<file path="src/hw/rtl/accp_pkg.sv">
// Shared types and constants of the ASCII CAN command parser.
// No dependencies; imported by every module of the block.
package accp_pkg;

  // Widest line count over the supported line lengths (up to 256 chars).
  localparam int unsigned JOB_CNT_W = 9;
  localparam int unsigned ADDR_W    = 8;

  localparam logic [7:0] CHAR_CR    = 8'h0D;
  localparam logic [7:0] CHAR_LF    = 8'h0A;
  localparam logic [7:0] CHAR_SPACE = 8'h20;

  typedef enum logic [2:0] {
    KIND_PONG    = 3'd0,
    KIND_STATUS  = 3'd1,
    KIND_RECOVER = 3'd2,
    KIND_FRAME   = 3'd3,
    KIND_ERROR   = 3'd4
  } kind_e;

  typedef enum logic [2:0] {
    ERR_UNKNOWN  = 3'd0,
    ERR_USAGE    = 3'd1,
    ERR_LENGTH   = 3'd2,
    ERR_BYTE     = 3'd3,
    ERR_TOO_LONG = 3'd4
  } err_e;

  // Work handed from the front to the back.
  typedef struct packed {
    logic                 too_long;
    logic [JOB_CNT_W-1:0] count;
  } job_t;

  // Line store write port.
  typedef struct packed {
    logic              en;
    logic [ADDR_W-1:0] addr;
    logic [7:0]        data;
  } wr_t;

endpackage

</file>
<file path="src/hw/rtl/accp_jobq.sv">
// Two-entry job queue between the front and the back.
// Depends on accp_pkg (job_t).
module accp_jobq
  import accp_pkg::*;
(
  input  logic clk_i,
  input  logic rst_ni,
  input  logic push_i,
  input  job_t job_i,
  output logic full_o,
  input  logic pop_i,
  output logic valid_o,
  output job_t job_o
);

  job_t       slot_q [2];
  logic       wp_q, rp_q;
  logic [1:0] cnt_q;

  assign full_o  = (cnt_q == 2'd2);
  assign valid_o = (cnt_q != 2'd0);
  assign job_o   = slot_q[rp_q];

  always_ff @(posedge clk_i or negedge rst_ni) begin
    if (!rst_ni) begin
      wp_q  <= 1'b0;
      rp_q  <= 1'b0;
      cnt_q <= 2'd0;
    end else begin
      if (push_i && !full_o) begin
        slot_q[wp_q] <= job_i;
        wp_q         <= ~wp_q;
      end
      if (pop_i && valid_o) rp_q <= ~rp_q;
      cnt_q <= cnt_q + 2'((push_i && !full_o) ? 1 : 0) - 2'((pop_i && valid_o) ? 1 : 0);
    end
  end

endmodule

</file>
<file path="src/hw/rtl/accp_front.sv">
// Front end: takes characters, fills the line store, queues decode jobs.
// Depends on accp_pkg (job_t, wr_t, character codes).
module accp_front
  import accp_pkg::*;
#(
  parameter int unsigned LINE_MAX = 64
) (
  input  logic       clk_i,
  input  logic       rst_ni,
  input  logic [7:0] char_in_i,
  input  logic       push_i,
  output logic       full_o,
  output wr_t        wr_o,
  output logic       job_push_o,
  output job_t       job_o,
  input  logic       jq_full_i,
  input  logic       release_i
);

  localparam int unsigned CW = $clog2(LINE_MAX + 1);

  logic [CW-1:0] count_q, count_d;
  logic          lock_q, lock_d;
  logic          acc;

  // lock: a decode job owns the line store until the back releases it
  assign full_o = lock_q | jq_full_i;
  assign acc    = push_i & ~full_o;

  always_comb begin
    count_d    = count_q;
    lock_d     = lock_q & ~release_i;
    wr_o       = '0;
    job_push_o = 1'b0;
    job_o      = '0;
    if (acc && char_in_i != CHAR_CR) begin
      if (char_in_i == CHAR_LF) begin
        job_push_o     = 1'b1;
        job_o.too_long = 1'b0;
        job_o.count    = JOB_CNT_W'(count_q);
        count_d        = '0;
        lock_d         = 1'b1;
      end else if (count_q == CW'(LINE_MAX)) begin
        job_push_o     = 1'b1;
        job_o.too_long = 1'b1;
        count_d        = '0;
      end else begin
        wr_o.en   = 1'b1;
        wr_o.addr = ADDR_W'(count_q);
        wr_o.data = char_in_i;
        count_d   = count_q + CW'(1);
      end
    end
  end

  always_ff @(posedge clk_i or negedge rst_ni) begin
    if (!rst_ni) begin
      count_q <= '0;
      lock_q  <= 1'b0;
    end else begin
      count_q <= count_d;
      lock_q  <= lock_d;
    end
  end

endmodule

</file>
<file path="src/hw/rtl/accp_back.sv">
// Back end: line store, two-pass line decoder and result register.
// Depends on accp_pkg (job_t, wr_t, kind_e, err_e, character codes).
module accp_back
  import accp_pkg::*;
#(
  parameter int unsigned LINE_MAX = 64
) (
  input  logic        clk_i,
  input  logic        rst_ni,
  input  wr_t         wr_i,
  input  logic        job_valid_i,
  input  job_t        job_i,
  output logic        job_pop_o,
  output logic        release_o,
  output logic        empty_o,
  input  logic        pop_i,
  output logic [2:0]  kind_o,
  output logic [2:0]  error_code_o,
  output logic [31:0] frame_id_o,
  output logic        extended_o,
  output logic [3:0]  length_o,
  output logic [63:0] payload_o
);

  localparam int unsigned IW = (LINE_MAX > 1) ? $clog2(LINE_MAX) : 1;
  localparam int unsigned CW = $clog2(LINE_MAX + 1);

  localparam logic [55:0] S_PING    = 56'("PING");
  localparam logic [55:0] S_STATUS  = 56'("STATUS");
  localparam logic [55:0] S_RECOVER = 56'("RECOVER");
  localparam logic [55:0] S_TX      = 56'("TX");
  localparam logic [55:0] S_TXE     = 56'("TXE");

  typedef enum logic [1:0] {B_IDLE, B_SCAN, B_PARSE, B_EMIT} bst_e;
  typedef enum logic [2:0] {ID_FIRST, ID_ZERO, ID_X, ID_DIG, ID_STOP} idst_e;

  function automatic logic [7:0] str_byte(input logic [55:0] s, input int n, input int k);
    logic [7:0] b;
    b = 8'h00;
    for (int i = 0; i < 7; i++) begin
      if (i == k && i < n) b = s[8*(n-1-i) +: 8];
    end
    return b;
  endfunction

  function automatic logic is_ws(input logic [7:0] c);
    return (c == CHAR_SPACE) || (c >= 8'd9 && c <= 8'd13);
  endfunction

  function automatic logic [4:0] hex_val(input logic [7:0] c);  // {ok, digit}
    logic [4:0] r;
    r = 5'd0;
    if (c >= "0" && c <= "9") r = {1'b1, 4'(c - 8'h30)};
    else if (c >= "a" && c <= "f") r = {1'b1, 4'(c - 8'h57)};
    else if (c >= "A" && c <= "F") r = {1'b1, 4'(c - 8'h37)};
    return r;
  endfunction

  logic [7:0] mem [LINE_MAX];
  logic [7:0] rd_q;
  logic       rd_en;

  bst_e          st_q, st_d;
  logic [CW-1:0] ra_q, ra_d, hi_q, hi_d, ridx_q, s_q, s_d, e_q, e_d;
  logic          rv_q, err_job_q, err_job_d, found_q, found_d;
  // whole-line and first-token matches
  logic          m_ping_q, m_ping_d, m_stat_q, m_stat_d, m_rec_q, m_rec_d;
  logic          m_tx_q, m_tx_d, m_txe_q, m_txe_d, is_tx_q, is_tx_d, is_txe_q, is_txe_d;
  // tokenizer
  logic          in_tok_q, in_tok_d;
  logic [3:0]    j_q, j_d, t_q, t_d;
  // identifier, length and data bytes
  idst_e         id_st_q, id_st_d;
  logic [31:0]   id_v_q, id_v_d;
  logic          id_sat_q, id_sat_d, id_neg_q, id_neg_d, id_have_q, id_have_d;
  logic [7:0]    len_v_q, len_v_d, len_q, len_d;
  logic          len_neg_q, len_neg_d, len_stop_q, len_stop_d, len_have_q, len_have_d;
  logic [3:0]    b_hi_q, b_hi_d, b_lo_q, b_lo_d, bi_q, bi_d;
  logic          b_ok_q, b_ok_d, bad_q, bad_d;
  logic [63:0]   data_q, data_d;
  // result register
  logic          ov_q, ov_d;
  logic [2:0]    kind_q, kind_d, err_q, err_d;
  logic [31:0]   fid_q, fid_d;
  logic          ext_q, ext_d;
  logic [3:0]    flen_q, flen_d;
  logic [63:0]   pay_q, pay_d;

  assign rd_en = (st_q == B_SCAN || st_q == B_PARSE) && (ra_q != hi_q);

  always_ff @(posedge clk_i) begin
    if (wr_i.en) mem[wr_i.addr[IW-1:0]] <= wr_i.data;
    if (rd_en) rd_q <= mem[ra_q[IW-1:0]];
  end

  always_comb begin
    logic [7:0]    c;
    logic [CW-1:0] k, span;
    logic          last, in_char, end_sp, end_tok, hv;
    logic [3:0]    d, j, jn, tok_len;
    logic [4:0]    hx;
    idst_e         ist;

    c       = rd_q;
    k       = ridx_q - s_q;
    span    = e_q - s_q;
    last    = (ridx_q + CW'(1)) == e_q;
    hx      = hex_val(c);
    hv      = hx[4];
    d       = hx[3:0];
    in_char = in_tok_q ? (c != CHAR_SPACE) : !is_ws(c);
    end_sp  = in_tok_q && (c == CHAR_SPACE);
    end_tok = end_sp || (in_char && last);
    j       = in_tok_q ? j_q : 4'd0;
    jn      = (j == 4'd15) ? j : j + 4'd1;
    tok_len = end_sp ? j_q : jn;
    ist     = (j == 4'd0) ? ID_FIRST : id_st_q;

    st_d = st_q;  ra_d = ra_q;  hi_d = hi_q;  s_d = s_q;  e_d = e_q;
    err_job_d = err_job_q;  found_d = found_q;
    m_ping_d = m_ping_q;  m_stat_d = m_stat_q;  m_rec_d = m_rec_q;
    m_tx_d = m_tx_q;  m_txe_d = m_txe_q;  is_tx_d = is_tx_q;  is_txe_d = is_txe_q;
    in_tok_d = in_tok_q;  j_d = j_q;  t_d = t_q;
    id_st_d = id_st_q;  id_v_d = id_v_q;  id_sat_d = id_sat_q;
    id_neg_d = id_neg_q;  id_have_d = id_have_q;
    len_v_d = len_v_q;
    len_d = len_q;  len_neg_d = len_neg_q;  len_stop_d = len_stop_q;  len_have_d = len_have_q;
    b_hi_d = b_hi_q;  b_lo_d = b_lo_q;  bi_d = bi_q;  b_ok_d = b_ok_q;  bad_d = bad_q;
    data_d = data_q;
    ov_d = ov_q & ~pop_i;
    kind_d = kind_q;  err_d = err_q;  fid_d = fid_q;  ext_d = ext_q;
    flen_d = flen_q;  pay_d = pay_q;
    job_pop_o = 1'b0;
    release_o = 1'b0;

    if (rd_en) ra_d = ra_q + CW'(1);

    unique case (st_q)
      B_IDLE: begin
        if (job_valid_i) begin
          job_pop_o = 1'b1;
          err_job_d = job_i.too_long;
          ra_d      = '0;
          hi_d      = CW'(job_i.count);
          found_d   = 1'b0;
          st_d      = job_i.too_long ? B_EMIT : B_SCAN;
        end
      end
      B_SCAN: begin
        // trim pass: first and one past last non-blank character
        if (rv_q && !is_ws(c)) begin
          if (!found_q) s_d = ridx_q;
          found_d = 1'b1;
          e_d     = ridx_q + CW'(1);
        end
        if (ra_q == hi_q && !rv_q) begin
          if (found_q) begin
            ra_d = s_q;  hi_d = e_q;
            m_ping_d = 1'b1;  m_stat_d = 1'b1;  m_rec_d = 1'b1;
            m_tx_d = 1'b1;  m_txe_d = 1'b1;  is_tx_d = 1'b0;  is_txe_d = 1'b0;
            in_tok_d = 1'b0;  j_d = '0;  t_d = '0;
            id_st_d = ID_FIRST;  id_v_d = '0;  id_sat_d = 1'b0;
            id_neg_d = 1'b0;  id_have_d = 1'b0;
            len_v_d = '0;  len_d = '0;  len_neg_d = 1'b0;
            len_stop_d = 1'b0;  len_have_d = 1'b0;
            bi_d = '0;  bad_d = 1'b0;  data_d = '0;  b_ok_d = 1'b0;
            st_d = B_PARSE;
          end else begin
            release_o = 1'b1;
            st_d      = B_IDLE;
          end
        end
      end
      B_PARSE: begin
        if (rv_q) begin
          m_ping_d = m_ping_q && (k < CW'(4)) && (c == str_byte(S_PING, 4, int'(k)));
          m_stat_d = m_stat_q && (k < CW'(6)) && (c == str_byte(S_STATUS, 6, int'(k)));
          m_rec_d  = m_rec_q && (k < CW'(7)) && (c == str_byte(S_RECOVER, 7, int'(k)));
          if (in_char) begin
            in_tok_d = 1'b1;
            j_d      = jn;
            if (t_q == 4'd0) begin
              m_tx_d  = m_tx_q && (j < 4'd2) && (c == str_byte(S_TX, 2, int'(j)));
              m_txe_d = m_txe_q && (j < 4'd3) && (c == str_byte(S_TXE, 3, int'(j)));
            end else if (t_q == 4'd1) begin
              if (j == 4'd0 && (c == "+" || c == "-")) begin
                id_neg_d = (c == "-");
                id_st_d  = ID_FIRST;
              end else begin
                id_st_d = ID_STOP;
                unique case (ist)
                  ID_FIRST: id_st_d = (c == "0") ? ID_ZERO : (hv ? ID_DIG : ID_STOP);
                  ID_ZERO:  id_st_d = (c == "x" || c == "X") ? ID_X :
                                      (hv ? ID_DIG : ID_STOP);
                  ID_X, ID_DIG: id_st_d = hv ? ID_DIG : ID_STOP;
                  ID_STOP:  id_st_d = ID_STOP;
                  default:  id_st_d = ID_STOP;
                endcase
                // shift in a digit; an overflow past 32 bits saturates
                if (id_st_d == ID_DIG && !id_sat_q) begin
                  if (id_v_q[31:28] != 4'd0) id_sat_d = 1'b1;
                  id_v_d = {id_v_q[27:0], d};
                end
              end
            end else if (t_q == 4'd2) begin
              if (j == 4'd0 && (c == "+" || c == "-")) begin
                len_neg_d = (c == "-");
              end else if (!len_stop_q) begin
                if (c >= "0" && c <= "9") begin
                  len_v_d = (len_v_q << 3) + (len_v_q << 1) + {4'd0, d};
                end else begin
                  len_stop_d = 1'b1;
                end
              end
            end else if (j == 4'd0) begin
              b_hi_d = d;
              b_ok_d = hv;
            end else if (j == 4'd1) begin
              b_lo_d = d;
              b_ok_d = b_ok_q & hv;
            end
          end else if (end_sp) begin
            in_tok_d = 1'b0;
            j_d      = '0;
          end
          if (end_tok) begin
            t_d = (t_q == 4'd15) ? t_q : t_q + 4'd1;
            if (t_q == 4'd0) begin
              is_tx_d  = m_tx_d && (tok_len == 4'd2);
              is_txe_d = m_txe_d && (tok_len == 4'd3);
            end else if (t_q == 4'd1) begin
              id_have_d = 1'b1;
            end else if (t_q == 4'd2) begin
              len_have_d = 1'b1;
              len_d      = len_neg_d ? 8'd0 - len_v_d : len_v_d;
            end else begin
              bi_d = (bi_q == 4'd15) ? bi_q : bi_q + 4'd1;
              if ({4'd0, bi_q} < len_q) begin
                if (tok_len == 4'd2 && b_ok_d && !bi_q[3]) begin
                  data_d[{bi_q[2:0], 3'b000} +: 8] = {b_hi_d, b_lo_d};
                end else begin
                  bad_d = 1'b1;
                end
              end
            end
          end
        end
        if (ra_q == hi_q && !rv_q) begin
          release_o = 1'b1;
          st_d      = B_EMIT;
        end
      end
      B_EMIT: begin
        if (!ov_q) begin
          ov_d   = 1'b1;
          kind_d = KIND_ERROR;
          err_d  = 3'(ERR_UNKNOWN);
          fid_d  = '0;
          ext_d  = 1'b0;
          flen_d = '0;
          pay_d  = '0;
          priority if (err_job_q) begin
            err_d = ERR_TOO_LONG;
          end else if (span == CW'(4) && m_ping_q) begin
            kind_d = KIND_PONG;
            err_d  = '0;
          end else if (span == CW'(6) && m_stat_q) begin
            kind_d = KIND_STATUS;
            err_d  = '0;
          end else if (span == CW'(7) && m_rec_q) begin
            kind_d = KIND_RECOVER;
            err_d  = '0;
          end else if (!(is_tx_q || is_txe_q)) begin
            err_d = ERR_UNKNOWN;
          end else if (!(id_have_q && len_have_q)) begin
            err_d = ERR_USAGE;
          end else if (len_q > 8'd8) begin
            err_d = ERR_LENGTH;
          end else if (bad_q || ({4'd0, bi_q} < len_q)) begin
            err_d = ERR_BYTE;
          end else begin
            kind_d = KIND_FRAME;
            err_d  = '0;
            fid_d  = id_sat_q ? 32'hFFFF_FFFF : (id_neg_q ? 32'd0 - id_v_q : id_v_q);
            ext_d  = is_txe_q;
            flen_d = len_q[3:0];
            pay_d  = data_q;
          end
          st_d = B_IDLE;
        end
      end
      default: st_d = B_IDLE;
    endcase
  end

  always_ff @(posedge clk_i or negedge rst_ni) begin
    if (!rst_ni) begin
      st_q <= B_IDLE;  ra_q <= '0;  hi_q <= '0;  ridx_q <= '0;  rv_q <= 1'b0;
      s_q <= '0;  e_q <= '0;  err_job_q <= 1'b0;  found_q <= 1'b0;
      m_ping_q <= 1'b0;  m_stat_q <= 1'b0;  m_rec_q <= 1'b0;
      m_tx_q <= 1'b0;  m_txe_q <= 1'b0;  is_tx_q <= 1'b0;  is_txe_q <= 1'b0;
      in_tok_q <= 1'b0;  j_q <= '0;  t_q <= '0;
      id_st_q <= ID_FIRST;  id_v_q <= '0;  id_sat_q <= 1'b0;
      id_neg_q <= 1'b0;  id_have_q <= 1'b0;
      len_v_q <= '0;  len_q <= '0;  len_neg_q <= 1'b0;
      len_stop_q <= 1'b0;  len_have_q <= 1'b0;
      b_hi_q <= '0;  b_lo_q <= '0;  bi_q <= '0;  b_ok_q <= 1'b0;  bad_q <= 1'b0;
      data_q <= '0;
      ov_q <= 1'b0;  kind_q <= '0;  err_q <= '0;  fid_q <= '0;
      ext_q <= 1'b0;  flen_q <= '0;  pay_q <= '0;
    end else begin
      st_q <= st_d;  ra_q <= ra_d;  hi_q <= hi_d;  ridx_q <= ra_q;  rv_q <= rd_en;
      s_q <= s_d;  e_q <= e_d;  err_job_q <= err_job_d;  found_q <= found_d;
      m_ping_q <= m_ping_d;  m_stat_q <= m_stat_d;  m_rec_q <= m_rec_d;
      m_tx_q <= m_tx_d;  m_txe_q <= m_txe_d;  is_tx_q <= is_tx_d;  is_txe_q <= is_txe_d;
      in_tok_q <= in_tok_d;  j_q <= j_d;  t_q <= t_d;
      id_st_q <= id_st_d;  id_v_q <= id_v_d;  id_sat_q <= id_sat_d;
      id_neg_q <= id_neg_d;  id_have_q <= id_have_d;
      len_v_q <= len_v_d;  len_q <= len_d;  len_neg_q <= len_neg_d;
      len_stop_q <= len_stop_d;  len_have_q <= len_have_d;
      b_hi_q <= b_hi_d;  b_lo_q <= b_lo_d;  bi_q <= bi_d;  b_ok_q <= b_ok_d;  bad_q <= bad_d;
      data_q <= data_d;
      ov_q <= ov_d;  kind_q <= kind_d;  err_q <= err_d;  fid_q <= fid_d;
      ext_q <= ext_d;  flen_q <= flen_d;  pay_q <= pay_d;
    end
  end

  assign empty_o      = ~ov_q;
  assign kind_o       = kind_q;
  assign error_code_o = err_q;
  assign frame_id_o   = fid_q;
  assign extended_o   = ext_q;
  assign length_o     = flen_q;
  assign payload_o    = pay_q;

endmodule

</file>
<file path="src/hw/rtl/ascii_can_command_parser_core.sv">
// Top level of the ASCII CAN command parser.
// Depends on accp_pkg, accp_front, accp_jobq and accp_back.
//
//  channel   handshake            ports
//  --------  -------------------  ------------------------------------------------
//  input     push / full          char_in_i
//  result    pop / empty          kind_o error_code_o frame_id_o extended_o
//                                 length_o payload_o
//
// An ordinary character is taken every cycle while full is low and written
// to the line store. A newline queues a job; the decoder takes it when idle,
// runs a trim pass over the whole line and a parse pass over the trimmed span
// through the store's single registered read port, then loads the result
// register once that register is empty.
// full is high from a newline until the parse pass (blank line: trim pass) ends.
// Reset empties the line and the result register; the store is not cleared.
// A waiting result stalls the next decode, and character input at the next newline.
module ascii_can_command_parser_core
  import accp_pkg::*;
#(
  parameter int unsigned LINE_MAX = 64
) (
  input  logic        clk_i,
  input  logic        rst_ni,
  input  logic [7:0]  char_in_i,
  input  logic        push,
  output logic        full,
  output logic        empty,
  input  logic        pop,
  output logic [2:0]  kind_o,
  output logic [2:0]  error_code_o,
  output logic [31:0] frame_id_o,
  output logic        extended_o,
  output logic [3:0]  length_o,
  output logic [63:0] payload_o
);

  wr_t  wr;
  job_t job_in, job_out;
  logic job_push, jq_full, jq_valid, job_pop, release_line;

  // front: line assembly, carriage return drop, overflow detection
  accp_front #(.LINE_MAX(LINE_MAX)) u_front (
    .clk_i      (clk_i),
    .rst_ni     (rst_ni),
    .char_in_i  (char_in_i),
    .push_i     (push),
    .full_o     (full),
    .wr_o       (wr),
    .job_push_o (job_push),
    .job_o      (job_in),
    .jq_full_i  (jq_full),
    .release_i  (release_line)
  );

  // decouples the front from a back end stalled on the result register
  accp_jobq u_jobq (
    .clk_i   (clk_i),
    .rst_ni  (rst_ni),
    .push_i  (job_push),
    .job_i   (job_in),
    .full_o  (jq_full),
    .pop_i   (job_pop),
    .valid_o (jq_valid),
    .job_o   (job_out)
  );

  // back: line store, trim and parse passes, result register
  accp_back #(.LINE_MAX(LINE_MAX)) u_back (
    .clk_i        (clk_i),
    .rst_ni       (rst_ni),
    .wr_i         (wr),
    .job_valid_i  (jq_valid),
    .job_i        (job_out),
    .job_pop_o    (job_pop),
    .release_o    (release_line),
    .empty_o      (empty),
    .pop_i        (pop),
    .kind_o       (kind_o),
    .error_code_o (error_code_o),
    .frame_id_o   (frame_id_o),
    .extended_o   (extended_o),
    .length_o     (length_o),
    .payload_o    (payload_o)
  );

endmodule
</file>
<file path="config.mk">
export PLATFORM = sky130hd
export DESIGN_NAME = ascii_can_command_parser_core
export DESIGN_NICKNAME = d
export VERILOG_FILES = /design/src/hw/rtl/accp_pkg.sv /design/src/hw/rtl/accp_jobq.sv /design/src/hw/rtl/accp_front.sv /design/src/hw/rtl/accp_back.sv /design/src/hw/rtl/ascii_can_command_parser_core.sv
export SDC_FILE = /design/constraint.sdc
export NUM_CORES = 1
export LEC_CHECK = 0
export ABC_AREA = 1
export ABC_CLOCK_PERIOD_IN_PS = 5300
export BUFFER_PORTS_ARGS = -buffer_cell sky130_fd_sc_hd__buf_2
export CAP_MARGIN = 25
export CELL_PAD_IN_SITES_DETAIL_PLACEMENT = 1
export CELL_PAD_IN_SITES_GLOBAL_PLACEMENT = 1
export CORE_UTILIZATION = 38
export CTS_CLUSTER_DIAMETER = 80
export DETAILED_ROUTE_END_ITERATION = 16
export GPL_TIMING_DRIVEN = 0
export PLACE_DENSITY_LB_ADDON = 0.1
export SETUP_SLACK_MARGIN = 0.15
export SLEW_MARGIN = 10
export SYNTH_ARGS = -nofsm -noshare
export SYNTH_HDL_FRONTEND = slang
export SYNTH_HIERARCHICAL = 1
export SYNTH_SLANG_ARGS = --single-unit
export TNS_END_PERCENT = 1
</file>
<file path="constraint.sdc">
create_clock -name clk_i -period 5.3 [get_ports clk_i]
set_input_delay 0.53 -clock clk_i [delete_from_list [all_inputs] [get_ports clk_i]]
set_output_delay 0.53 -clock clk_i [all_outputs]
set_load 0.01 [all_outputs]
</file>
After elaboration in Yosys (flattened, before gate mapping). Memories as Yosys holds them, arrays and structs flattened. A register that Yosys moved wholly into a read port is not among the register bits. Cells that the tools add are included.

Add/sub/neg operators: 18. Multipliers: 0. Div/mod/pow operators: 0. Order comparisons: 15. Equal/unequal tests: 70. Shift-type cells: 2. Muxes and demuxes: 323. Bitwise operators: 12. Reduce and logical (&&, ||, !) cells: 78.

Operator list (number): $mux 64 (17); $mux 32 (18); $mux 8 (32); $mux 7 (30); $mux 4 (40); $pmux 64 s2 (1); $mux 1 (109); $mux 3 (32); $bwmux 64 (1); $pmux 32 s2 (1); $shift 8x8->64 const A (1); $shiftx 8x8->64 (1); $mux 17 (3); $eq 8x8->1 (5); $ne 2x2->1 const B (20); $pmux 1 s2 (18); $logic_and 1x1->1 (33); $eq 8x6->1 const B (4); $pmux 8 s2 (2); $sub 1x32->32 const A (1); $reduce_and 10->1 (3); $pmux 7 s2 (2); $reduce_and 9->1 (3); $pmux 4 s2 (3); other kinds (68) (138).

Bits in registers: 311. Bits in latches: 0. Memory bits (writable): 532. Bits in read-only memories: 0. Bits of input ports: 12. Output and inout port bits: 109. Logic and storage cells: 567. Memories: 2.

Memories: u_back.mem (depth 64, bits a word 8, rd ports 1, clocked after memory_dff 1, write ports 1, RTL line accp_back.sv:59) `logic [7:0] mem [LINE_MAX];`; u_jobq.slot_q (depth 2, bits a word 10, rd ports 1, clocked after memory_dff 0, write ports 1, RTL line accp_jobq.sv:16) `job_t slot_q [2];`.

Depth between registers and ports, before layout.
Word-level depth: 24. Mapped depth: 28. Mapped depth without buffers: 27.

Cells and area by module. The synthesis kept the hierarchy.

Modules (own cells, without submodules): accp_back (instances 1, cells each 3665, area each 36520.0 um^2, sequential area each 23097.2 um^2); accp_jobq (instances 1, cells each 88, area each 988.4 um^2, sequential area each 700.7 um^2); accp_front (instances 1, cells each 131, area each 913.4 um^2, sequential area each 200.2 um^2).

Worst setup path after synthesis. OpenSTA, ideal clock, no wires.

Path type: reg-to-reg. From: register u_jobq.cnt_q[1]. To: memory u_back.mem[0][0] (data pin). Setup time: 0.681 ns. Data arrival time: 3.467 ns. Setup slack: 1.152 ns. Stages on the path, launching flop included: 9. Cell sequence: dfrtp_1 nand2_2 inv_1 inv_1 nand3_2 inv_2 nand2_8 buf_6 nor3_1.

RTL lines: from (decl) (RTL line accp_jobq.sv:18) `logic [1:0] cnt_q;`; from (signal assigned) (RTL line accp_jobq.sv:35) `cnt_q <= cnt_q + 2'((push_i && !full_o) ? 1 : 0) - 2'((pop_i && valid_o) ? 1 : 0);`; to (decl) (RTL line accp_back.sv:59).

Worst setup path after layout.
From: register u_back.rd_q[0] (read register of u_back.mem). To: register u_back.len_q[7].

Cells in the longest elaborated chain, start to end: 23. Elaborated cells on any way between the ends: 57. Those cells by class: add/sub (5); order compare (8); eq/ne (5); mux (27); reduce/logical (12).

Ends and longest elaborated chain: from (decl) (RTL line accp_back.sv:60) `logic [7:0] rd_q;`; $ge 8x7->1 or $le 8x7->1 (tied branches) (RTL line accp_back.sv:55) `else if (c >= "A" && c <= "F") r = {1'b1, 4'(c - 8'h37)};`; $logic_and 1x1->1 (RTL line accp_back.sv:55); $mux 5 (RTL line accp_back.sv:55); $mux 5 (RTL line accp_back.sv:54) `else if (c >= "a" && c <= "f") r = {1'b1, 4'(c - 8'h57)};`; $mux 5 (RTL line accp_back.sv:53) `if (c >= "0" && c <= "9") r = {1'b1, 4'(c - 8'h30)};`; $add 8x4->8 (RTL line accp_back.sv:210) `len_v_d = (len_v_q << 3) + (len_v_q << 1) + {4'd0, d};`; $mux 8 (RTL line accp_back.sv:209) `if (c >= "0" && c <= "9") begin`; $mux 8 (RTL line accp_back.sv:208) `end else if (!len_stop_q) begin`; [... 7 more ...]; $sub 1x8->8 (RTL line accp_back.sv:235) `len_d = len_neg_d ? 8'd0 - len_v_d : len_v_d;`; $mux 8 (RTL line accp_back.sv:235); $mux 8 (RTL line accp_back.sv:233) `end else if (t_q == 4'd2) begin`; $mux 8 (RTL line accp_back.sv:231) `end else if (t_q == 4'd1) begin`; $mux 8 (RTL line accp_back.sv:228) `if (t_q == 4'd0) begin`; $mux 8 (RTL line accp_back.sv:226) `if (end_tok) begin`; $mux 8 (RTL line accp_back.sv:175) `if (rv_q) begin`; $pmux 8 s2 (RTL line accp_back.sv:138) `unique case (st_q)`; to (signal assigned) (RTL line accp_back.sv:319) `len_v_q <= len_v_d; len_q <= len_d; len_neg_q <= len_neg_d;`; to (decl) (RTL line accp_back.sv:76) `logic [7:0] len_v_q, len_v_d, len_q, len_d;`.

Several ways; a longest one is shown, not always the timed one. The select of a mux whose other input is x is not followed. A chain may end at the register's enable or synchronous reset.

==> summary.md <==
| Metric | Value |
|---|---|
| Status | `completed` |
| Peak supply drop | `254.9 µV` |
| Area of the die | `101,900 µm²` |
| Worst-case reg-to-reg path depth | `27` |
| Root Driver | `clkbuf_16` |
| Startpoint Class | `flop` |
| Multi-input logic area | `12,770 µm²` |
| GR Overflow Total | `0` |
| Syn-to-layout area delta | `16.44%` |
| Syn_area_per_cell | `9.884 µm²` |
| Tot Pwr | `13.98 mW` |
| Final Routed Wirelength | `127.8 mm` |
| CTS tree | `built` |
| Minimum hold slack | `0.07552 ns` |
| IO Count | `121` |
| Max Freq | `0.2154 GHz` |
| Fin. Hold Viols | `0` |
| Synth Cell Area | `38,240 µm²` |
| Worst min path class | `input port to flop` |
| Clock Power Share | `49.7%` |
| Cells after DPL | `5,332` |
| Register Area | `23,880 µm²` |
| GRT Overall Usage | `25.08%` |
| Cts bufs inserted | `98` |
| Combinational Power Share | `0.5%` |
| Crit path capture type | `flop` |
| Mapped Nets | `3,937` |
| Clk Latency, worst-skew pair | `0.70 ns` |
| Tmin final | `4.643 ns` |
| Htree depth | `3` |
| Slew @ Worst Pin | `1.149 ns` |
| Largest net degree at the start of global routing | `103` |
| Layout filler cell count | `11,180` |
| Vias | `29,670` |
| Internal power | `11.09 mW` |
| Drt initial violations | `2,167` |
| PwrDens | `314.0 nW/µm²` |
| Switching share of power | `20.68%` |
| Pre-Repair DR Iteration Count | `5` |
| Sink Count | `847` |
| Placer congestion estimate | `0.8520` |
| Initial antenna violation count | `0` |
| Max FO, Critical Path | `8` |
| Hpwl dp | `91.46 mm` |
| Kind of critical path | `flop to flop` |
| Vias per cell | `5.376` |
| Leakage | `17.30 nW` |
| Hold path depth | `2` |
| Worst Clk Skew | `0.03933 ns` |
| Core area | `98,990 µm²` |
| Clock Tree Buf Depth | `3` |
| Final ANT Viol Nets | `0` |
| Setup-failing EPs final | `0` |
| Max Transition Viols Final | `0` |
| Tcrit/Tclk final | `87.61%` |
| Clk pin slew, worst setup/hold paths | `0.06 ns` |
| Nets@finish | `4,220` |
| Initial core utilization | `38.63%` |
| # DRC | `0` |
| Worst path required time | `5.87 ns` |
| Post-CTS Setup Repair Bufs | `0` |
| Max_cap viols | `0` |
| Die Width | `319.2 µm` |
| Net Switching | `2.892 mW` |
| Share of cells above drive strength 1 | `11.20%` |
| Vias in the first global route | `30,860` |
| Synth warn | `6` |
| Instance count of the mapped netlist | `3,869` |
| First-pass GRT wire length | `193.6 mm` |
| Die Y | `319.2 µm` |
| Crit path arrival time | `5.21 ns` |
| Final Core Density | `44.98%` |
| Fin Setup TNS | `0 ns` |
| Seq pwr share | `49.8%` |
| RSZ-0062 raised after global routing | `no` |
| Rows | `115` |
| Port Buffers | `120` |
| Max transition margin | `22.84%` |
| Finished Layout Cells | `5,519` |
| Antenna diode count | `0` |
| Routed wire per std cell | `23.15 µm` |
stage by stage:
stage | setup WS [ns] | area [µm²]
2_1_floorplan | 1.152 | 38240
3_3_place_gp | -3.174 | 40450
3_5_place_dp | 0.4918 | 41180
4_1_cts | 0.4723 | 44480
5_1_grt | 0.2194 | 44530
6_report | 0.6568 | 44530
registers in the layout, summed over array words and instances, names as in the netlist, 4 cells and up:
| signal | count |
|---|---|
| u_back/ra_q | 7 |
| u_back/j_q | 4 |
| u_back/id_v_q | 32 |
| u_back/len_q | 8 |
| u_back/length_o | 4 |
| u_back/data_q | 64 |
| u_back/t_q | 4 |
| u_back/frame_id_o | 32 |
| u_jobq/slot_q | 16 |
| u_back/s_q | 7 |
| u_back/payload_o | 64 |
| u_back/hi_q | 7 |
| u_front/count_q | 7 |
| u_back/len_v_q | 8 |
| u_back/e_q | 7 |
| u_back/ridx_q | 7 |
| u_back/b_hi_q | 4 |
| u_back/mem | 512 |
| u_back/rd_q | 8 |
| u_back/bi_q | 4 |
| u_back/b_lo_q | 4 |
cells in the final DEF (no fill, tap or decap), types with 12 or more instances in the layout:
cell type / n
ha_1: 52
clkbuf_1: 158
nand2_1: 971
nand3_1: 219
clkinv_2: 13
xnor2_1: 13
inv_2: 21
clkbuf_16: 98
o21ai_0: 397
nor2_1: 479
nand4_1: 51
xor2_1: 28
nand3b_1: 13
buf_4: 39
nor3_1: 27
o221ai_1: 41
nand2_2: 18
inv_1: 213
o22ai_1: 103
o211ai_1: 28
dfrtp_1: 311
buf_2: 139
a21oi_1: 35
buf_6: 17
clkbuf_8: 12
edfxtp_1: 536
o21ai_1: 18
buf_8: 12
clkinv_1: 15
what timing repair did:
item | CTS | global route
hold buffers | 1 | 0
setup endpoints to repair | 0 | 1
gates resized for setup | 0 | 1
endpoints found under the hold margin | 42 | 0
area by class of cell:
type	instances	share of cell area (%)
Sequential cell	847	53.62
Buffer	174	1.773
Timing Repair Buffer	183	2.889
Inverter	239	2.029
Tap cell	1287	3.616
Clock inverter	49	1.360
Multi-Input combinational cell	2609	28.68
Clock buffer	131	6.033
critical path, cell delays in order, from the launching register on:
cell and delay (ns):
edfxtp_1 0.41, buf_2 0.29, clkinvlp_4 0.26, ha_1 0.34, inv_1 0.10, nand3_1 0.07
nand2_1 0.08, nor2_2 0.06, inv_1 0.15, nand2_2 0.13, nand2_1 0.21, inv_1 0.21
fa_1 0.55, inv_1 0.06, fa_1 0.40, o21ai_0 0.21, a21oi_1 0.10, xor2_1 0.16
nand3_1 0.10, nand2_1 0.08, inv_1 0.10, nand2_1 0.06, nor2_1 0.09, nand2_1 0.08
nand2_1 0.06, nand2_1 0.05, nand3_1 0.06, nand2_1 0.05
power groups by stage:
stage / Combinational [mW] / Sequential, mW / Clock [mW]
6_report: 0.0685 / 6.97 / 6.95
5_1_grt: 0.0810 / 6.96 / 7.33
4_1_cts: 0.0740 / 6.97 / 7.09
3_5_place_dp: 0.0731 / 7.10 / 0
3_3_place_gp: 0.0638 / 7.10 / 0
2_1_floorplan: 0.00611 / 7.10 / 0
metal layers:
metal  vias to the layer above  GRT usage (%)  share of wire [%]
met1                     14870          31.61                 42
met3                       241          3.061                3.9
met2                       700          43.74                 50
met4                         0          9.744                4.2
met5                         -              0                  0
li1                      13860              -                  -
final timing paths:
kind	from	endpoint	slack, ns
setup / recovery	u_back/rd_q[0]	u_back/len_q[7]	0.66
hold / removal	pop	u_back/ov_q	0.08
setup reg to reg	u_back/rd_q[0]	u_back/len_q[7]	0.66
hold reg to reg	u_back/ra_q[4]	u_back/ridx_q[4]	0.38
max in group asynchronous	rst_ni	u_back/payload_o[15]	3.72
min in group asynchronous	rst_ni	u_back/frame_id_o[16]	0.32
No activity file was read; power rests on OpenSTA's default activity.
